File: config.mk
export PLATFORM = sky130hd
export DESIGN_NAME = byte_fifo_line_extractor
export DESIGN_NICKNAME = d
export VERILOG_FILES = /design/src/hw/rtl/bfle_pkg.sv /design/src/hw/rtl/bfle_ram.sv /design/src/hw/rtl/bfle_front.sv /design/src/hw/rtl/bfle_back.sv /design/src/hw/rtl/byte_fifo_line_extractor.sv
export SDC_FILE = /design/constraint.sdc
export NUM_CORES = 2
export LEC_CHECK = 0
export ABC_AREA = 1
export BUFFER_PORTS_ARGS = -buffer_cell sky130_fd_sc_hd__buf_2
export CELL_PAD_IN_SITES_DETAIL_PLACEMENT = 1
export CELL_PAD_IN_SITES_GLOBAL_PLACEMENT = 1
export CORE_ASPECT_RATIO = 0.8
export CORE_MARGIN = 2
export CORE_UTILIZATION = 26
export DETAILED_ROUTE_END_ITERATION = 16
export GPL_TIMING_DRIVEN = 0
export PLACE_DENSITY = 0.51
export SKIP_CTS_REPAIR_TIMING = 1
export SLEW_MARGIN = 15
export SYNTH_ARGS = -nofsm -noshare
export SYNTH_HDL_FRONTEND = slang
export SYNTH_SLANG_ARGS = --single-unit
File: constraint.sdc
create_clock -name clk_i -period 6 [get_ports clk_i]
set_clock_uncertainty 0.1 [all_clocks]
set_input_delay 0.6 -clock clk_i [delete_from_list [all_inputs] [get_ports clk_i]]
set_output_delay 0.6 -clock clk_i [all_outputs]
set_load 0.03 [all_outputs]
File: src/hw/rtl/bfle_pkg.sv
// Shared types, constants and helpers for the byte FIFO line extractor.
// Used by every module of the block but bfle_ram; depends on nothing else.

package bfle_pkg;

  localparam int unsigned FIFO_DEPTH = 256;
  localparam int unsigned MAX_LINE   = 64;

  localparam int unsigned DATA_W  = 8;
  localparam int unsigned COUNT_W = 7;
  localparam int unsigned LEN_W   = 9;

  localparam int unsigned PTR_W  = $clog2(FIFO_DEPTH);
  localparam int unsigned PEND_W = $clog2(FIFO_DEPTH + 1);
  localparam int unsigned CNT_W  = $clog2(MAX_LINE + 2);
  localparam int unsigned CMP_W  = (PEND_W > CNT_W) ? PEND_W : CNT_W;
  localparam int unsigned SUM_W  = CMP_W + 1;

  localparam int unsigned QDEPTH = 2;
  localparam int unsigned QPTR_W = $clog2(QDEPTH);
  localparam int unsigned QCNT_W = $clog2(QDEPTH + 1);

  localparam logic [DATA_W-1:0] CH_LF = 8'h0A;
  localparam logic [DATA_W-1:0] CH_CR = 8'h0D;

  typedef enum logic [1:0] {
    OP_PUSH  = 2'd0,
    OP_POP   = 2'd1,
    OP_LINE  = 2'd2,
    OP_QUERY = 2'd3
  } op_e;

  typedef enum logic [1:0] {
    STAT_OK     = 2'd0,
    STAT_FULL   = 2'd1,
    STAT_NOLINE = 2'd2,
    STAT_EMPTY  = 2'd3
  } stat_e;

  typedef enum logic [1:0] {
    ST_IDLE,
    ST_SCAN,
    ST_DELIVER,
    ST_RESP
  } back_state_e;

  typedef struct packed {
    op_e                opcode;
    logic [DATA_W-1:0]  data_byte;
    logic [COUNT_W-1:0] count;
  } in_item_t;

  typedef struct packed {
    logic [DATA_W-1:0] out_byte;
    logic              byte_valid;
    logic              last;
    logic [LEN_W-1:0]  length;
    stat_e             status;
  } out_item_t;

  // Decoded request as it waits between the front and the back.
  typedef struct packed {
    op_e               op;
    logic [DATA_W-1:0] data;
    logic [CNT_W-1:0]  amt;
  } cmd_t;

  function automatic logic is_term(logic [DATA_W-1:0] c);
    return (c == CH_LF) || (c == CH_CR);
  endfunction

  function automatic out_item_t mk_res(logic [DATA_W-1:0] b, logic v, logic l,
                                       logic [LEN_W-1:0] len, stat_e s);
    out_item_t r;
    r.out_byte   = b;
    r.byte_valid = v;
    r.last       = l;
    r.length     = len;
    r.status     = s;
    return r;
  endfunction

endpackage

File: src/hw/rtl/bfle_ram.sv
// Generic single-write, single-read RAM with a registered read port.
// Stand-alone; used for the byte store of the line extractor.

module bfle_ram #(
  parameter int unsigned WIDTH = 8,
  parameter int unsigned DEPTH = 256
) (
  input  logic                     clk_i,
  input  logic                     we_i,
  input  logic [$clog2(DEPTH)-1:0] waddr_i,
  input  logic [WIDTH-1:0]         wdata_i,
  input  logic                     re_i,
  input  logic [$clog2(DEPTH)-1:0] raddr_i,
  output logic [WIDTH-1:0]         rdata_o
);

  logic [WIDTH-1:0] mem_q [DEPTH];
  logic [WIDTH-1:0] rdata_q;

  always_ff @(posedge clk_i) begin
    if (we_i) begin
      mem_q[waddr_i] <= wdata_i;
    end
    if (re_i) begin
      rdata_q <= mem_q[raddr_i];
    end
  end

  assign rdata_o = rdata_q;

endmodule

File: src/hw/rtl/bfle_front.sv
// Front of the line extractor: accepts requests, clamps their counts and
// queues the decoded commands for the back. Depends on bfle_pkg.

module bfle_front import bfle_pkg::*; (
  input  logic     clk_i,
  input  logic     rst_ni,
  input  logic     in_valid_i,
  output logic     in_stall_o,
  input  in_item_t in_data_i,
  output logic     cmd_valid_o,
  input  logic     cmd_pop_i,
  output cmd_t     cmd_o
);

  cmd_t              q_mem_q [QDEPTH];
  logic [QPTR_W-1:0] wptr_q, wptr_d;
  logic [QPTR_W-1:0] rptr_q, rptr_d;
  logic [QCNT_W-1:0] cnt_q, cnt_d;
  cmd_t              cmd_in;
  logic [CNT_W-1:0]  clamp;
  logic              push, pop;

  // A line request carries its byte allowance: buffer size minus the
  // terminator slot. A pop carries its clamped byte count.
  always_comb begin
    cmd_in.op   = in_data_i.opcode;
    cmd_in.data = in_data_i.data_byte;
    clamp = (in_data_i.count > COUNT_W'(MAX_LINE)) ? CNT_W'(MAX_LINE)
                                                   : CNT_W'(in_data_i.count);
    unique case (in_data_i.opcode) inside
      OP_POP:            cmd_in.amt = clamp;
      OP_LINE:           cmd_in.amt = (clamp == '0) ? '0 : clamp - 1'b1;
      OP_PUSH, OP_QUERY: cmd_in.amt = '0;
      default:           cmd_in.amt = '0;
    endcase
  end

  assign in_stall_o  = (cnt_q == QCNT_W'(QDEPTH));
  assign cmd_valid_o = (cnt_q != '0);
  assign cmd_o       = q_mem_q[rptr_q];
  assign push        = in_valid_i && !in_stall_o;
  assign pop         = cmd_pop_i && cmd_valid_o;

  always_comb begin
    wptr_d = wptr_q;
    rptr_d = rptr_q;
    cnt_d  = cnt_q;
    if (push) begin
      wptr_d = (wptr_q == QPTR_W'(QDEPTH - 1)) ? '0 : wptr_q + 1'b1;
    end
    if (pop) begin
      rptr_d = (rptr_q == QPTR_W'(QDEPTH - 1)) ? '0 : rptr_q + 1'b1;
    end
    if (push && !pop) begin
      cnt_d = cnt_q + 1'b1;
    end else if (pop && !push) begin
      cnt_d = cnt_q - 1'b1;
    end
  end

  always_ff @(posedge clk_i or negedge rst_ni) begin
    if (!rst_ni) begin
      wptr_q <= '0;
      rptr_q <= '0;
      cnt_q  <= '0;
    end else begin
      wptr_q <= wptr_d;
      rptr_q <= rptr_d;
      cnt_q  <= cnt_d;
    end
  end

  always_ff @(posedge clk_i) begin
    if (push) begin
      q_mem_q[wptr_q] <= cmd_in;
    end
  end

endmodule

File: src/hw/rtl/bfle_back.sv
// Back of the line extractor: owns the byte store, the FIFO pointers and
// the result register, and runs push, pop, line scan and query commands.
// Depends on bfle_pkg and bfle_ram.

module bfle_back import bfle_pkg::*; (
  input  logic      clk_i,
  input  logic      rst_ni,
  input  logic      cmd_valid_i,
  output logic      cmd_pop_o,
  input  cmd_t      cmd_i,
  output logic      out_valid_o,
  input  logic      out_stall_i,
  output out_item_t out_data_o
);

  back_state_e      state_q, state_d;
  logic [PTR_W-1:0] wr_ptr_q, wr_ptr_d;
  logic [PTR_W-1:0] rd_ptr_q, rd_ptr_d;
  logic [PTR_W-1:0] sp_q, sp_d;
  logic             full_q, full_d;
  logic [CNT_W-1:0] sreq_q, sreq_d;
  logic [CNT_W-1:0] sidx_q, sidx_d;
  logic [CNT_W-1:0] term_q, term_d;
  logic [CNT_W-1:0] toread_q, toread_d;
  logic [CNT_W-1:0] smax_q, smax_d;
  logic [CNT_W-1:0] limit_q, limit_d;
  logic [CNT_W-1:0] cnt_q, cnt_d;
  logic [CNT_W-1:0] dn_q, dn_d;
  logic [CNT_W-1:0] ecnt_q, ecnt_d;
  logic             rvalid_q, rvalid_d;
  logic             found_q, found_d;
  logic             out_valid_q, out_valid_d;
  out_item_t        out_q, out_d;
  out_item_t        resp_q, resp_d;

  logic              ram_we, ram_re;
  logic [DATA_W-1:0] ram_rdata;

  logic [PEND_W-1:0] pend;
  logic [CMP_W-1:0]  pend_c;
  logic [CNT_W-1:0]  n_pop, toread_n, smax_n;
  logic              out_can_load, emit, req, scan_term;

  logic              scan_go, del_go, resp_go, single_go, cons_go, found_set, deliv_done;
  logic [CNT_W-1:0]  del_n, cons_amt;
  out_item_t         single_item, resp_item;

  function automatic logic [PTR_W-1:0] adv(logic [PTR_W-1:0] p);
    return (p == PTR_W'(FIFO_DEPTH - 1)) ? '0 : p + 1'b1;
  endfunction

  function automatic logic [PTR_W-1:0] ptr_add(logic [PTR_W-1:0] p, logic [CNT_W-1:0] a);
    logic [SUM_W-1:0] s;
    s = SUM_W'(p) + SUM_W'(a);
    if (s >= SUM_W'(FIFO_DEPTH)) begin
      s = s - SUM_W'(FIFO_DEPTH);
    end
    return PTR_W'(s);
  endfunction

  bfle_ram #(
    .WIDTH (DATA_W),
    .DEPTH (FIFO_DEPTH)
  ) u_store (
    .clk_i   (clk_i),
    .we_i    (ram_we),
    .waddr_i (wr_ptr_q),
    .wdata_i (cmd_i.data),
    .re_i    (ram_re),
    .raddr_i (sp_q),
    .rdata_o (ram_rdata)
  );

  always_comb begin
    if (full_q) begin
      pend = PEND_W'(FIFO_DEPTH);
    end else if (wr_ptr_q >= rd_ptr_q) begin
      pend = PEND_W'(wr_ptr_q) - PEND_W'(rd_ptr_q);
    end else begin
      pend = PEND_W'(FIFO_DEPTH) - PEND_W'(rd_ptr_q) + PEND_W'(wr_ptr_q);
    end
  end

  assign pend_c   = CMP_W'(pend);
  assign n_pop    = (pend_c <= CMP_W'(cmd_i.amt)) ? CNT_W'(pend) : cmd_i.amt;
  assign toread_n = (pend_c <= CMP_W'(cmd_i.amt)) ? CNT_W'(pend) : cmd_i.amt;
  // One read past the allowance lets a doubled terminator be checked.
  assign smax_n   = (pend_c <= CMP_W'(cmd_i.amt) + 1'b1) ? CNT_W'(pend)
                                                          : cmd_i.amt + 1'b1;

  assign out_can_load = !out_valid_q || !out_stall_i;
  assign scan_term    = is_term(ram_rdata);
  assign emit         = (state_q == ST_DELIVER) && rvalid_q && out_can_load;
  assign req          = (state_q == ST_DELIVER) && (cnt_q != '0) && (!rvalid_q || emit);

  // Command decisions shared by the next-state and datapath logic.
  always_comb begin
    cmd_pop_o   = 1'b0;
    scan_go     = 1'b0;
    del_go      = 1'b0;
    resp_go     = 1'b0;
    single_go   = 1'b0;
    cons_go     = 1'b0;
    found_set   = 1'b0;
    deliv_done  = 1'b0;
    del_n       = '0;
    cons_amt    = '0;
    single_item = mk_res('0, 1'b0, 1'b1, '0, STAT_OK);
    resp_item   = mk_res('0, 1'b0, 1'b1, '0, STAT_OK);
    unique case (state_q)
      ST_IDLE: begin
        if (cmd_valid_i && out_can_load) begin
          cmd_pop_o = 1'b1;
          unique case (cmd_i.op)
            OP_PUSH: begin
              single_go   = 1'b1;
              single_item = mk_res('0, 1'b0, 1'b1, '0, full_q ? STAT_FULL : STAT_OK);
            end
            OP_POP: begin
              if (n_pop == '0) begin
                single_go   = 1'b1;
                single_item = mk_res('0, 1'b0, 1'b1, '0,
                                     (pend == '0) ? STAT_EMPTY : STAT_OK);
              end else begin
                del_go   = 1'b1;
                del_n    = n_pop;
                cons_go  = 1'b1;
                cons_amt = n_pop;
              end
            end
            OP_LINE: begin
              if (pend == '0) begin
                single_go   = 1'b1;
                single_item = mk_res('0, 1'b0, 1'b1, '0, STAT_EMPTY);
              end else if (cmd_i.amt == '0) begin
                single_go   = 1'b1;
                single_item = mk_res('0, 1'b0, 1'b1, '0, STAT_NOLINE);
              end else begin
                scan_go = 1'b1;
              end
            end
            OP_QUERY: begin
              single_go   = 1'b1;
              single_item = mk_res('0, 1'b0, 1'b1, LEN_W'(pend), STAT_OK);
            end
            default: ;
          endcase
        end
      end
      ST_SCAN: begin
        if (rvalid_q) begin
          if (!found_q) begin
            if (scan_term) begin
              if (CMP_W'(sidx_q) + 1'b1 >= pend_c) begin
                cons_go  = 1'b1;
                cons_amt = sidx_q + 1'b1;
                del_n    = sidx_q;
                del_go   = (sidx_q != '0);
                resp_go  = (sidx_q == '0);
              end else begin
                found_set = 1'b1;
              end
            end else if (sidx_q + 1'b1 == toread_q) begin
              if (toread_q == limit_q) begin
                cons_go  = 1'b1;
                cons_amt = limit_q;
                del_n    = limit_q;
                del_go   = 1'b1;
              end else begin
                resp_go   = 1'b1;
                resp_item = mk_res('0, 1'b0, 1'b1, '0, STAT_NOLINE);
              end
            end
          end else if (sidx_q == term_q + 1'b1) begin
            // A CR or LF right after the terminator goes with the line.
            cons_go  = 1'b1;
            cons_amt = term_q + 1'b1 + CNT_W'(scan_term);
            del_n    = term_q;
            del_go   = (term_q != '0);
            resp_go  = (term_q == '0);
          end
        end
      end
      ST_DELIVER: begin
        deliv_done = emit && (ecnt_q + 1'b1 == dn_q);
      end
      ST_RESP: ;
      default: ;
    endcase
  end

  // Next state.
  always_comb begin
    state_d = state_q;
    unique case (state_q)
      ST_IDLE: begin
        if (scan_go) begin
          state_d = ST_SCAN;
        end else if (del_go) begin
          state_d = ST_DELIVER;
        end
      end
      ST_SCAN: begin
        if (del_go) begin
          state_d = ST_DELIVER;
        end else if (resp_go) begin
          state_d = ST_RESP;
        end
      end
      ST_DELIVER: begin
        if (deliv_done) begin
          state_d = ST_IDLE;
        end
      end
      ST_RESP: begin
        if (out_can_load) begin
          state_d = ST_IDLE;
        end
      end
      default: state_d = ST_IDLE;
    endcase
  end

  // Datapath and outputs.
  always_comb begin
    wr_ptr_d    = wr_ptr_q;
    rd_ptr_d    = rd_ptr_q;
    sp_d        = sp_q;
    full_d      = full_q;
    sreq_d      = sreq_q;
    sidx_d      = sidx_q;
    term_d      = term_q;
    toread_d    = toread_q;
    smax_d      = smax_q;
    limit_d     = limit_q;
    cnt_d       = cnt_q;
    dn_d        = dn_q;
    ecnt_d      = ecnt_q;
    rvalid_d    = rvalid_q;
    found_d     = found_q;
    resp_d      = resp_q;
    out_d       = out_q;
    out_valid_d = out_valid_q && out_stall_i;
    ram_we      = 1'b0;
    ram_re      = 1'b0;

    unique case (state_q)
      ST_IDLE: begin
        if (single_go) begin
          out_d       = single_item;
          out_valid_d = 1'b1;
          if ((cmd_i.op == OP_PUSH) && !full_q) begin
            ram_we   = 1'b1;
            wr_ptr_d = adv(wr_ptr_q);
            full_d   = (adv(wr_ptr_q) == rd_ptr_q);
          end
        end
        if (scan_go) begin
          sp_d     = rd_ptr_q;
          sreq_d   = '0;
          sidx_d   = '0;
          found_d  = 1'b0;
          rvalid_d = 1'b0;
          toread_d = toread_n;
          smax_d   = smax_n;
          limit_d  = cmd_i.amt;
        end
      end
      ST_SCAN: begin
        // Reads stream one byte a cycle; each byte is checked in the cycle after its read.
        ram_re   = (sreq_q < smax_q);
        rvalid_d = ram_re;
        if (ram_re) begin
          sp_d   = adv(sp_q);
          sreq_d = sreq_q + 1'b1;
        end
        if (rvalid_q) begin
          sidx_d = sidx_q + 1'b1;
        end
        if (found_set) begin
          found_d = 1'b1;
          term_d  = sidx_q;
        end
      end
      ST_DELIVER: begin
        ram_re   = req;
        rvalid_d = req || (rvalid_q && !emit);
        if (req) begin
          sp_d  = adv(sp_q);
          cnt_d = cnt_q - 1'b1;
        end
        if (emit) begin
          out_d       = mk_res(ram_rdata, 1'b1, (ecnt_q + 1'b1 == dn_q),
                               LEN_W'(dn_q), STAT_OK);
          out_valid_d = 1'b1;
          ecnt_d      = ecnt_q + 1'b1;
        end
      end
      ST_RESP: begin
        if (out_can_load) begin
          out_d       = resp_q;
          out_valid_d = 1'b1;
        end
      end
      default: ;
    endcase

    // The consumed span is retired at once; delivery walks a private pointer.
    if (cons_go) begin
      rd_ptr_d = ptr_add(rd_ptr_q, cons_amt);
      if (cons_amt != '0) begin
        full_d = 1'b0;
      end
    end
    if (del_go) begin
      sp_d     = rd_ptr_q;
      cnt_d    = del_n;
      dn_d     = del_n;
      ecnt_d   = '0;
      rvalid_d = 1'b0;
    end
    if (resp_go) begin
      resp_d   = resp_item;
      rvalid_d = 1'b0;
    end
  end

  always_ff @(posedge clk_i or negedge rst_ni) begin
    if (!rst_ni) begin
      state_q     <= ST_IDLE;
      wr_ptr_q    <= '0;
      rd_ptr_q    <= '0;
      sp_q        <= '0;
      full_q      <= 1'b0;
      sreq_q      <= '0;
      sidx_q      <= '0;
      term_q      <= '0;
      toread_q    <= '0;
      smax_q      <= '0;
      limit_q     <= '0;
      cnt_q       <= '0;
      dn_q        <= '0;
      ecnt_q      <= '0;
      rvalid_q    <= 1'b0;
      found_q     <= 1'b0;
      out_valid_q <= 1'b0;
    end else begin
      state_q     <= state_d;
      wr_ptr_q    <= wr_ptr_d;
      rd_ptr_q    <= rd_ptr_d;
      sp_q        <= sp_d;
      full_q      <= full_d;
      sreq_q      <= sreq_d;
      sidx_q      <= sidx_d;
      term_q      <= term_d;
      toread_q    <= toread_d;
      smax_q      <= smax_d;
      limit_q     <= limit_d;
      cnt_q       <= cnt_d;
      dn_q        <= dn_d;
      ecnt_q      <= ecnt_d;
      rvalid_q    <= rvalid_d;
      found_q     <= found_d;
      out_valid_q <= out_valid_d;
    end
  end

  always_ff @(posedge clk_i) begin
    out_q  <= out_d;
    resp_q <= resp_d;
  end

  assign out_valid_o = out_valid_q;
  assign out_data_o  = out_q;

`ifndef ASSERT_OFF
  a_full_ptrs: assert property (@(posedge clk_i) disable iff (!rst_ni)
    full_q |-> (wr_ptr_q == rd_ptr_q))
    else $error("full flag set while pointers differ");

  a_write_idle: assert property (@(posedge clk_i) disable iff (!rst_ni)
    ram_we |-> (state_q == ST_IDLE) && !full_q)
    else $error("byte store written outside an accepted push");

  a_emit_data: assert property (@(posedge clk_i) disable iff (!rst_ni)
    emit |-> rvalid_q && (ecnt_q < dn_q))
    else $error("line or pop byte emitted without read data");

  a_cnt_bound: assert property (@(posedge clk_i) disable iff (!rst_ni)
    (state_q == ST_DELIVER) |-> (cnt_q <= dn_q))
    else $error("delivery request count exceeds length");

  a_byte_ok: assert property (@(posedge clk_i) disable iff (!rst_ni)
    (out_valid_q && out_q.byte_valid) |-> (out_q.status == STAT_OK))
    else $error("data byte carried with an error status");
`endif

endmodule

File: src/hw/rtl/byte_fifo_line_extractor.sv
// Top level of the byte FIFO line extractor.
// Depends on bfle_pkg, bfle_front, bfle_back (and through it bfle_ram).
//
// Usage: requests enter on in_data_i under the in_valid_i/in_stall_o
// handshake (in_valid_i high, in_stall_o low accepts one request). Each
// request is a push, a pop of up to count bytes, a line read or a query of
// the pending count. Results leave on out_data_o under out_valid_o and
// out_stall_i; every request yields at least one result and its final
// result carries last.
// A push, a query, a zero-byte pop or a line read with nothing to scan
// passes through the request queue and gives its result in the result
// register; such requests sustain one per cycle while out_stall_i is low.
// A pop's bytes are read from the store and follow one per cycle while
// out_stall_i is low. A line read first scans the store through its single
// read port, one byte per cycle up to the allowance plus one, then re-reads
// and delivers the line one byte per cycle while out_stall_i is low.
// Reset clears the pointers and the full flag; the store needs no clearing
// pass. While out_stall_i is high the result register holds, the back takes
// no new request, and the two-entry request queue keeps accepting until full.

module byte_fifo_line_extractor import bfle_pkg::*; (
  input  logic      clk_i,
  input  logic      rst_ni,
  input  logic      in_valid_i,
  output logic      in_stall_o,
  input  in_item_t  in_data_i,
  output logic      out_valid_o,
  input  logic      out_stall_i,
  output out_item_t out_data_o
);

  logic cmd_valid;
  logic cmd_pop;
  cmd_t cmd;

  bfle_front u_front (
    .clk_i       (clk_i),
    .rst_ni      (rst_ni),
    .in_valid_i  (in_valid_i),
    .in_stall_o  (in_stall_o),
    .in_data_i   (in_data_i),
    .cmd_valid_o (cmd_valid),
    .cmd_pop_i   (cmd_pop),
    .cmd_o       (cmd)
  );

  bfle_back u_back (
    .clk_i       (clk_i),
    .rst_ni      (rst_ni),
    .cmd_valid_i (cmd_valid),
    .cmd_pop_o   (cmd_pop),
    .cmd_i       (cmd),
    .out_valid_o (out_valid_o),
    .out_stall_i (out_stall_i),
    .out_data_o  (out_data_o)
  );

endmodule

Word-level counts from Yosys, hierarchy flattened
Memories as Yosys holds them, arrays and structs flattened. A register that Yosys moved wholly into a read port is not among the register bits.
Cells that the tools add are included.
{"block": "word_totals", "reg_bits": 139, "ramBits": 2082, "output_inout_bits": 23, "elab_cells": 287, "n_memories": 2}
{"block": "op_classes", "n_addsub": 21, "magnitude_cmp": 7, "eq_ne": 31, "muxes": 133, "n_bitwise": 3, "n_reduce_logical": 60}
{"memory": "u_back.u_store.mem_q", "depth": 256, "word_bits": 8, "rd": 1, "rd_clocked_by_memory_dff": 1, "write_ports": 1, "line": "bfle_ram.sv:17", "text": "logic [WIDTH-1:0] mem_q [DEPTH];"}
{"memory": "u_front.q_mem_q", "depth": 2, "word_bits": 17, "rd": 1, "rd_clocked_by_memory_dff": 0, "write_ports": 1, "line": "bfle_front.sv:15", "text": "cmd_t q_mem_q [QDEPTH];"}
{"op": "$mux 7", "count": 28}
{"op": "$mux 21", "count": 5}
{"op": "$pmux 21 s4", "count": 1}
{"op": "$pmux 7 s2", "count": 5}
{"op": "$mux 1", "count": 63}
{"op": "$pmux 21 s3", "count": 1}
{"op": "$mux 8", "count": 7}
{"op": "$add 7x1->7 const B", "count": 5}
{"op": "$logic_not 7->1", "count": 5}
{"op": "$eq 7x7->1", "count": 4}
{"op": "$reduce_bool 7->1", "count": 4}
{"op": "$mux 2", "count": 12}
{"op": "$pmux 8 s3", "count": 1}
{"op": "$mux 9", "count": 2}
{"op": "$add 7x1->8 const B", "count": 2}
{"op": "$add 8x1->8 const B", "count": 2}
{"op": "$eq 8x4->1 const B", "count": 2}
{"op": "$eq 8x8->1 const B", "count": 2}
{"op": "$ne 2x1->1 const B", "count": 8}
{"op": "$sub 7x1->7 const B", "count": 2}
{"op": "$logic_and 1x1->1", "count": 13}
{"op": "$eq 2x2->1 const B", "count": 6}
{"op": "$ne 3x1->1 const B", "count": 4}
{"op": "$reduce_and 3->1", "count": 4}
{"op": "35 further kinds", "count": 67}

Logic depth before layout (Yosys ltp)
{"block": "logic_depth", "word_depth": 15, "depth_mapped": 35}

By module
From an unflattened synthesis, not the netlist that was laid out.
{"block": "unflattened", "hier_cells": 8389, "area_unflattened_um2": 94077.7}
{"mod": "bfle_ram", "instances": 1, "cells_per_inst": 7003, "area_each_um2": 83476.3, "seq_area_each_um2": 61739.2}
{"mod": "bfle_back", "instances": 1, "cells_per_inst": 1216, "area_each_um2": 8848.5, "seq_area_each_um2": 2987.9}
{"mod": "bfle_front", "instances": 1, "cells_per_inst": 170, "area_each_um2": 1752.9, "seq_area_each_um2": 1121.1}

Least setup slack after synthesis
No wires, ideal clock.
{"block": "synth_path", "path_kind": "register -> register", "startpoint": "reg u_back.wr_ptr_q[0]", "endpoint": "reg u_back.out_q, in the netlist u_back.out_data_o[0] (enable)", "setup_time_ns": 0.425, "arrival_ns": 4.645, "slack_ns": 0.829, "stages_incl_launch_ff": 24, "path_buffers": 0, "period_less_slack_ns": 5.171, "cell_sequence": "dfrtp_1 -> inv_1 -> ha_1 -> inv_1 -> fa_1 -> nand2_1 -> nand2_1 -> or2_0 -> nand3_1 -> inv_1 -> ha_1 -> a21oi_1 -> o21ai_0 -> o21bai_1 -> nand2_1 -> nand2_1 -> nand3_2 -> nand2_1 -> o21ai_1 -> nor2_1 -> nand2_1 -> nand2_2 -> a21oi_1 -> nor3_1"}
{"block": "synth_via", "elab_chain_len": 12, "word_cells_on_any_way": 16, "classes_between": "add/sub (2); order compare (2); eq/ne (1); mux (8); reduce/logical (3)"}
{"element": "start, declared", "line": "bfle_back.sv:17", "text": "logic [PTR_W-1:0] wr_ptr_q, wr_ptr_d;"}
{"element": "start signal, assigned", "line": "bfle_back.sv:349", "text": "wr_ptr_q <= wr_ptr_d;"}
{"element": "$add 9x8->9, or another cell as far along", "line": "bfle_back.sv:80", "text": "pend = PEND_W'(FIFO_DEPTH) - PEND_W'(rd_ptr_q) + PEND_W'(wr_ptr_q);"}
{"element": "$mux 9 *", "line": "bfle_back.sv:77", "text": "end else if (wr_ptr_q >= rd_ptr_q) begin"}
{"element": "$mux 9 *", "line": "bfle_back.sv:75", "text": "if (full_q) begin"}
{"element": "$le 9x7->1", "line": "bfle_back.sv:85", "text": "assign n_pop = (pend_c <= CMP_W'(cmd_i.amt)) ? CNT_W'(pend) : cmd_i.amt;"}
{"element": "$mux 7", "line": "bfle_back.sv:85"}
{"element": "$logic_not 7->1", "line": "bfle_back.sv:120", "text": "if (n_pop == '0) begin"}
{"element": "$mux 1", "line": "bfle_back.sv:120"}
{"element": "$pmux 1 s3 *", "line": "bfle_back.sv:114", "text": "unique case (cmd_i.op)"}
{"element": "$mux 1 *", "line": "bfle_back.sv:112", "text": "if (cmd_valid_i && out_can_load) begin"}
{"element": "$mux 1 *", "line": "bfle_back.sv:110", "text": "unique case (state_q)"}
{"element": "$ne 2x1->1 (no source line) *"}
{"element": "$reduce_and 4->1 (no source line) *"}
{"element": "end signal, assigned", "line": "bfle_back.sv:369", "text": "out_q <= out_d;"}
{"element": "end, declared", "line": "bfle_back.sv:33", "text": "out_item_t out_q, out_d;"}
Mark *: on every way between the ends. The rest lies on a longest branch, timed or not.
A chain may end at the register's enable or synchronous reset.

==> key figures <==
Status
  – Status: finished with violations
  – Violated checks: max-capacitance violations, max-slew violations, negative setup slack

Finish
  – Most frequent cells in the layout: 2,112 x edfxtp_1, 1,419 x nor2_1, 1,360 x o21ai_0, 607 x o22ai_1, 507 x nand2_1
  – Nets: approximately 8,600
  – Most common cell after layout, fill and taps aside: edfxtp_1
  – Layout cells sized above 1: 0.176
  – Util after Layout: 0.332
  – Area Growth Syn to Fin: 27.2%
  – Design Area, Final: ~0.12 mm2
  – Filler Cells Inserted: roughly 38,000

Power and ir drop
  – Sequential power share: 0.273
  – Maximum VDD drop: 0.358 mV
  – Overall power: ~72,000 uW
  – Sw Share: 0.519
  – Power Density: between 600 and 700 mW/mm2
  – Net Switching: about 37,000 uW
  – Logic pwr share: 0.514
  – Leakage: slightly below 0.04 uW
  – Internal Dissipation: 34,400 uW
  – Clock share of power: 0.213

STA
  – Max_slew headroom: -0.0913
  – Fin. max-slew vios: 34
  – Worst setup margin: -0.451 ns
  – Worst-Margin Slew: between 1.5 and 2 ns
  – Final period util: 1.08
  – Final setup vio count: 7
  – Final hold vios: 0
  – Worst hold slack: 0.0187 ns
  – Minimum clock period: 6.45 ns
  – Fmax: approximately 160 MHz
  – RSZ-0062 raised after global routing: yes

Worst setup path
  – Critical setup path kind: flop to flop
  – CP bufs+invs: 4
  – Slowest-stage cell, CP: clkdlybuf4s15_1
  – Critical path peak fanout: 10
  – CP delay by family, top: compound AO/OA/AOI/OAI gates
  – Crit path DAT: slightly above 7 ns
  – CP startpoint kind: flop
  – CP peak stage delay: ~0.9 ns
  – CP required: between 6 and 7 ns
  – CP cell instances: clkbuf_2 > inv_2 > clkdlybuf4s15_1 > clkbuf_2 > o21ai_0 > o22ai_1 > nor2_1 > o22ai_4 > o21ai_0 > o22ai_2 > nand2_1 > a31oi_1
  – Worst Setup End Kind: flop

Synthesis
  – Synthesis-stage register bit count: roughly 2,200
  – Syn avg cell area: around 12 um2
  – Main synth FF type: edfxtp_1
  – Area contributors post-synth: edfxtp_1 69%, o21ai_0 7.6%, nor2_1 6.8%
  – EDFF count, synth: roughly 2,100
  – Yosys cell types: between 50 and 60
  – Fraction of synthesized cell area taken by the top area cell type: 0.690
  – Gate Count Post-Synth: ~7,700
  – Area leader, netlist: edfxtp_1
  – Ys Warns: 0
  – Synth Cell Area: 0.0919 mm2
  – Async set or reset register ratio after synthesis: 0.0439
  – Sequential share of the synthesized area: 0.716
  – Synth Net Count: 7,827

Global route
  – First-pass GRT wire length: roughly 820,000 um
  – Overflow after GRT: 0
  – Initial antenna violation count: 197
  – Total track usage: 0.358
  – Largest net degree at the start of global routing: 122
  – Vias in the first global route: between 70,000 and 80,000

Route
  – Drt first pass iters: 6
  – Vias per cell: between 6 and 7
  – # DRC: 0
  – WL/cell: slightly below 50 um
  – Final WL: between 600,000 and 700,000 um
  – Initial DRC count: roughly 16,000
  – Post-route ant nets: 0
  – Vias post-DR: just over 80,000

Hold path
  – Hold WC Path Type: input pin to flop

Floorplanning
  – Row cnt: 195
  – Core Area: approximately 0.35 mm2
  – Die W: between 600 and 700 um
  – # IOs: between 40 and 50
  – Die Ht: 536 um
  – Starting Density: 0.261
  – Die area: between 0.3 and 0.4 mm2

Place
  – PortBufs: 43
  – Placed Area: about 0.11 mm2
  – GPL Wtd Cong: 1.07
  – Post-place setup slack: -1.36 ns
  – DP HPWL: just under 500,000 um

Clock tree
  – Maximum clock path buffer count: 4
  – Root buffer cell: clkbuf_16
  – Worst-Skew Late Latency: just over 1 ns
  – TritonCTS clock tree: yes
  – CTS buffer count: 240
  – Clock Sink Count: ~2,200
  – Worst-path clk slew: 0.06 ns
  – CTS HTree Levels: 4

Run
  – Max Cap Viol: 4
==> per-layer routing <==
| layer | up-vias | GRT usage | share of wire |
|---|---|---|---|
| li1 | 29863 | - | - |
| met1 | 42915 | 0.480 | 0.40 |
| met2 | 7505 | 0.453 | 0.37 |
| met3 | 1704 | 0.194 | 0.17 |
| met4 | 100 | 0.189 | 0.065 |
| met5 | - | 0.00786 | 0.0024 |
==> through the flow <==
stage / instances / TNS, ns
6_report: 13491 / -2.50
5_1_grt: 13420 / -4.30
2_1_floorplan: 7726 / 0
4_1_cts: 13224 / -1098.45
3_3_place_gp: 12497 / -4349.82
3_5_place_dp: 12796 / -1057.52
==> power groups by stage <==
stage / combinational (uW) / sequential [uW] / clock [uW]
6_report: 36800 / 19500 / 15200
5_1_grt: 35800 / 19600 / 15700
4_1_cts: 33500 / 19500 / 15200
3_5_place_dp: 33500 / 19800 / 0
3_3_place_gp: 31000 / 20400 / 0
2_1_floorplan: 11400 / 20100 / 0
==> cells by family after synthesis <==
| family | synth area share |
|---|---|
| buffers and inverters | 0.0308 |
| DFF | 0.716 |
| adders and majority gates | 0.0111 |
| and+or+nand+nor | 0.107 |
| muxes | 0.000980 |
| xor gates and xnor gates | 0.00543 |
| AOI/OAI and AO/OA | 0.128 |
==> flip-flops by register name (all words and copies together), names as in the netlist, 2 cells and up <==
| register | flops |
|---|---|
| u_back.toread_q | 7 |
| u_back.state_q | 2 |
| u_back.sreq_q | 7 |
| u_front.q_mem_q | 34 |
| u_back.smax_q | 7 |
| u_back.out_data_o | 21 |
| u_back.cnt_q | 7 |
| u_back.rd_ptr_q | 8 |
| u_back.wr_ptr_q | 8 |
| u_back.ecnt_q | 7 |
| u_back.term_q | 7 |
| u_back.sidx_q | 7 |
| u_back.limit_q | 7 |
| u_front.cnt_q | 2 |
| u_back.sp_q | 8 |
| u_back.dn_q | 7 |
| u_back.u_store.mem_q | 2048 |
| u_back.u_store.rdata_o | 8 |
==> layout make-up <==
| cell class | instances | area [um2] | area share |
|---|---|---|---|
| Inverter | 213 | 811 | 0.00694 |
| Clock buffer | 294 | 6240 | 0.0534 |
| Timing Repair Buffer | 522 | 8570 | 0.0733 |
| Tap cell | 4728 | 5920 | 0.0506 |
| Antenna cell | 88 | 220 | 0.00188 |
| Buffer | 518 | 2490 | 0.0213 |
| Clock inverter | 134 | 1360 | 0.0116 |
| Sequential cell | 2209 | 65900 | 0.564 |
| Multi-Input combinational cell | 4785 | 25400 | 0.217 |
==> worst register-to-register path, cell delays in order, from the launching register on <==
cell and delay, ns:
dfrtp_1 0.38, clkbuf_2 0.43, inv_2 0.46, clkdlybuf4s15_1 0.89
clkbuf_2 0.72, o21ai_0 0.21, o22ai_1 0.63, nor2_1 0.48
o22ai_4 0.52, o21ai_0 0.33, o22ai_2 0.64, nand2_1 0.11
a31oi_1 0.33
==> worst paths after layout <==
kind                            startpoint                         to  slack, ns  depth (start not counted)
setup / recovery            u_back.sp_q[1]  u_back.u_store.rdata_o[2]      -0.45                         12
hold / removal                in_data_i[6]      u_front.q_mem_q[0][6]       0.02                          3
setup reg to reg            u_back.sp_q[1]  u_back.u_store.rdata_o[2]      -0.45                         12
hold reg to reg            u_back.cnt_q[0]            u_back.cnt_q[0]       0.40                          2
max in group asynchronous           rst_ni           u_back.sreq_q[2]       4.94                          3
min in group asynchronous           rst_ni             u_back.dn_q[6]       0.11                          2
==> cell usage after synthesis, drive strengths merged, types with 2 or more instances <==
master and count:
o21ai 1399, o32ai 14, buf 42, a31oi 8, or2 12, o31ai 7
xor2 38, dfrtp 97, inv 209, ha 78, o22ai 647, fa 2
nand3b 6, a211oi 2, nand4 35, o211ai 8, nand2 526, clkinv 4
mux2 8, nor3 37, nor2 1668, a21oi 80, nor4 11, xnor2 19
edfxtp 2112, nand3 170, clkbuf 477
(Power assumes the default switching activity.)
